--- config.mk ---
export PLATFORM = sky130hd
export DESIGN_NAME = ntl_ram
export DESIGN_NICKNAME = d
export VERILOG_FILES = /design/src/ntl_ram.sv
export SDC_FILE = /design/constraint.sdc
export NUM_CORES = 1
export LEC_CHECK = 0
export ABC_AREA = 0
export BUFFER_PORTS_ARGS = -buffer_cell sky130_fd_sc_hd__buf_2
export CORE_UTILIZATION = 36
export CTS_BUF_LIST = sky130_fd_sc_hd__clkbuf_16
export CTS_CLUSTER_SIZE = 12
export DETAILED_ROUTE_END_ITERATION = 8
export PLACE_DENSITY_LB_ADDON = 0.2
export SYNTH_ARGS = -nofsm -noshare
export SYNTH_HDL_FRONTEND = slang
export SYNTH_SLANG_ARGS = --single-unit
--- constraint.sdc ---
create_clock -name aclk -period 3.7 [get_ports aclk]
set_input_delay 0.74 -clock aclk [delete_from_list [all_inputs] [get_ports aclk]]
set_output_delay 0.74 -clock aclk [all_outputs]
set_load 0.05 [all_outputs]
--- src/ntl_ram.sv ---
// ----------------------------------------------------------------------------
// ntl_ram
// Generic single-write, single-read RAM with registered read data.
// ----------------------------------------------------------------------------
module ntl_ram #(
    parameter int WIDTH = 8,
    parameter int DEPTH = 16
) (
    input  logic                     aclk,
    input  logic                     wr_en,
    input  logic [$clog2(DEPTH)-1:0] wr_addr,
    input  logic [WIDTH-1:0]         wr_data,
    input  logic                     rd_en,
    input  logic [$clog2(DEPTH)-1:0] rd_addr,
    output logic [WIDTH-1:0]         rd_data
);

    logic [WIDTH-1:0] mem [DEPTH];

    // write port
    always_ff @(posedge aclk) begin
        if (wr_en) begin
            mem[wr_addr] <= wr_data;
        end
    end

    // registered read port
    always_ff @(posedge aclk) begin
        if (rd_en) begin
            rd_data <= mem[rd_addr];
        end
    end

endmodule

After elaboration in Yosys (flattened, before gate mapping)
Memories as Yosys holds them, arrays and structs flattened. A register that Yosys moved wholly into a read port is not among the register bits.
Index checks and enable logic that the tools add are counted.
W data, S select, Z words.

cells by class
  multiplexer cells = 2

operator list
  kind     number
  $mux W1  2

storage, ports and cells
  input port bits = 19
  output and inout port bits = 8
  memories = 1
  flip-flop bits (word level) = 0
  logic and storage cells = 3
  bits in writable memories = 128

memories
  memory  words  width  rd ports  clocked after memory_dff  wr ports  line  text
  mem     16     8      1         1                         1         18    logic [WIDTH-1:0] mem [DEPTH];

Longest topological paths before layout
  depth after elaboration = 2
  depth in mapped cells = 5
  depth with buffers taken out = 3

Worst setup path after synthesis
Ideal clock, no wire load.

  path type = input to register
  start = in wr_addr[2]
  end = mem mem[0][0], enable pin
  library setup time = 383 ps
  path slack = 1,467 ps
  arrival = 1,850 ps
  cell stages on the path = 2
  path through = or3b_2 -> nor3_1

RTL lines
  what                line  text
  start: declaration  11    input logic [$clog2(DEPTH)-1:0] wr_addr,
  end: declaration    18

No word-level cell before the write port.

Worst setup path after layout
  start = in wr_addr[2]
  end = mem mem[1][1], enable pin

No word-level cell before the write port.

==> summary.txt <==
Outcome -> complete, no violations
Fin. Hold Viols -> 0
Layout area overhead -> 17.4%
Setup Skew -> 0.00623 ns
Vias/cell -> 5.21
Clock root buffer -> clkbuf_16
Crit-path cells -> buf_2 > or3b_2 > nor2_1
Worst setup SP type -> input port
Clock transition at path regs -> 0.05 ns
HPWL after detailed placement -> 6.33 mm
Fin. max-slew vios -> 0
CTS H-tree lvls -> 4
Part of the Yosys area used for sequential elements -> 78.1%
Worst hold slack -> 0.703 ns
Via count -> 2404
Hold Crit Depth -> 1
Clock Tree Buf Depth -> 2
Vias in the first global route -> 2428
Leak -> 2.03 nW
Final cell count without fillers -> 461
Critical path type -> in2reg
Initial antenna violation count -> 0
Nets@finish -> 288
CP peak stage delay -> 0.74 ns
Syn_area_per_cell -> 22.8 um^2
Minimum clock period -> 2.08 ns
Min-delay worst type -> in2reg
Post-route cell area -> 6140 um^2
Worst Hold Launch -> rd_en
Total placed cells including tap cells -> 430
RSZ-0062 raised after global routing -> no
Tcrit/Tclk final -> 56.1%
Most area-consuming cells after synthesis -> edfxtp_1 (78%), mux4_2 (7.8%), mux4_1 (7.0%), a22oi_1 (2.3%), nor2_1 (0.93%)
Commonest non-fill, non-tap cell in the layout -> edfxtp_1
Initial Util -> 37.2%
Worst R2R Start -> mem[1][3]
Most frequent cells in the layout -> edfxtp_1 (136), buf_2 (26), mux4_2 (18), clkbuf_16 (17), a22oi_1 (16)
CTS tree -> built
Rows -> 43
DR pass1 iterations -> 5
Post_cts resized -> 0
Number of synthesized register bits -> 136
Mapped cell area -> 5230 um^2
CP max FO -> 8
Worst-margin pin slew -> 0.953 ns
WL final -> 10.4 mm
N_diodes -> 0
Post-CTS Setup Inserts -> 0
Final setup fails -> 0
Achievable Freq -> 482 MHz
PwrDens -> 587 nW/um^2
Gr ovfl total -> 0
Core area -> 14000 um^2
Full die area -> 15000 um^2
Warning count from the yosys run -> 0
Reg-to-Reg End -> rd_data[3]
Arr. time, crit path -> 2.11 ns
Final TNS setup -> 0 ns
Layout cells sized above 1 -> 26.3%
WP data required -> 3.73 ns
Dpl cell area -> 5550 um^2
CTS Hold Bufs -> 0
Slowest CP cell -> nor2_1
Antenna viol nets, final -> 0
PortBufs -> 26
CTS sink cnt -> 136
Num ports -> 27
Reg2Reg Setup Slack -> 2.22 ns
CTS Buf Count -> 17
Drt wl/cell -> 22.5 um
Distinct cells, synth -> 18
RePlAce Congestion -> 0.708
Max Cap Viol -> 0
Largest net degree at the start of global routing -> 33
Worst Setup End Kind -> flop
First-pass GRT wire length -> 15.5 mm
Clock latency reported for the late side of the worst-skew pair -> 0.41 ns
# DRC -> 0
Synth Instances -> 229
Worst Hold Path EP -> rd_data[3]
Die Ht -> 123 um
Pwr Total -> 3.60 mW
Synth Net Count -> 248
DIE WIDTH -> 123 um
VDD IR max -> 0.558 mV
Area leader, netlist -> edfxtp_1
Cells on worst reg2reg path -> 3
DR iter-0 viols -> 137
Headroom to the max-slew limit -> 36.2%
GRT Total Usage -> 15.6%
Yosys top cell area share -> 78.1%
==> synth_stat cells <==
master / count
a22oi_1: 16
nand3b_1: 2
buf_2: 3
clkdlybuf4s25_2: 3
nor3_1: 4
mux4_2: 18
nor2_1: 13
nand2b_1: 2
nor2b_1: 1
nand3_1: 1
edfxtp_1: 136
buf_6: 3
buf_4: 1
or3b_2: 1
and2b_1: 1
mux4_1: 14
nand2_1: 9
and2_1: 1
==> worst max-delay path by stage <==
stage | start | endpoint | slack (ns) | depth (start not counted)
3_3_place_gp | rd_addr[1] | rd_data[7] | 1.15 | 4
6_report | wr_addr[2] | mem[1][1] | 1.62 | 3
5_1_grt | rd_addr[1] | rd_data[6] | 1.57 | 4
4_1_cts | rd_addr[1] | rd_data[7] | 1.61 | 4
3_5_place_dp | wr_addr[2] | mem[3][3] | 1.16 | 3
2_1_floorplan | wr_addr[2] | mem[0][0] | 1.47 | 2
==> registers in the layout (all words and copies together) (netlist names) <==
register	cells
rd_data	8
mem	128
==> worst max-delay path: cells and delay by family <==
kind	cells	cell delay [ns]
buffers and inverters	1	0.11
AND/OR/NAND/NOR	2	1.25
==> area by class of cell <==
type,count,area (um^2)
Timing Repair Buffer,31,180
Fill cell,1200,7910
Multi-Input combinational cell,83,1060
Clock buffer,17,425
Clock inverter,14,164
Tap cell,180,225
Sequential cell,136,4080
==> through the flow <==
stage | setup WS, ns | util [%]
2_1_floorplan | 1.47 | -
3_3_place_gp | 1.15 | 39.5
3_5_place_dp | 1.16 | 39.5
4_1_cts | 1.61 | 43.7
5_1_grt | 1.57 | 43.7
6_report | 1.62 | 43.7
==> per-layer routing <==
metal / vias up / GRT usage (%) / wire length (um)
li1: 1067 / - / -
met1: 1249 / 20.5 / 4610
met2: 75 / 24.0 / 4990
met3: 13 / 5.67 / 644
met4: 0 / 5.49 / 139
met5: - / 0 / 0
==> report_power, final <==
| group | switching, mW | total [mW] | internal (mW) |
|---|---|---|---|
| clock | 0.576 | 1.68 | 1.10 |
| combinational | 0.117 | 0.180 | 0.0630 |
| sequential | 0.00840 | 1.75 | 1.74 |
==> cell families after synthesis <==
kind of cell	after synthesis	share of synthesized area, %
buffers and inverters	10	1.65
AO/OA/AOI/OAI	16	2.30
multiplexers	32	14.8
flip-flops	136	78.1
AND/OR/NAND/NOR	35	3.14
No activity file was read; power rests on OpenSTA's default activity.
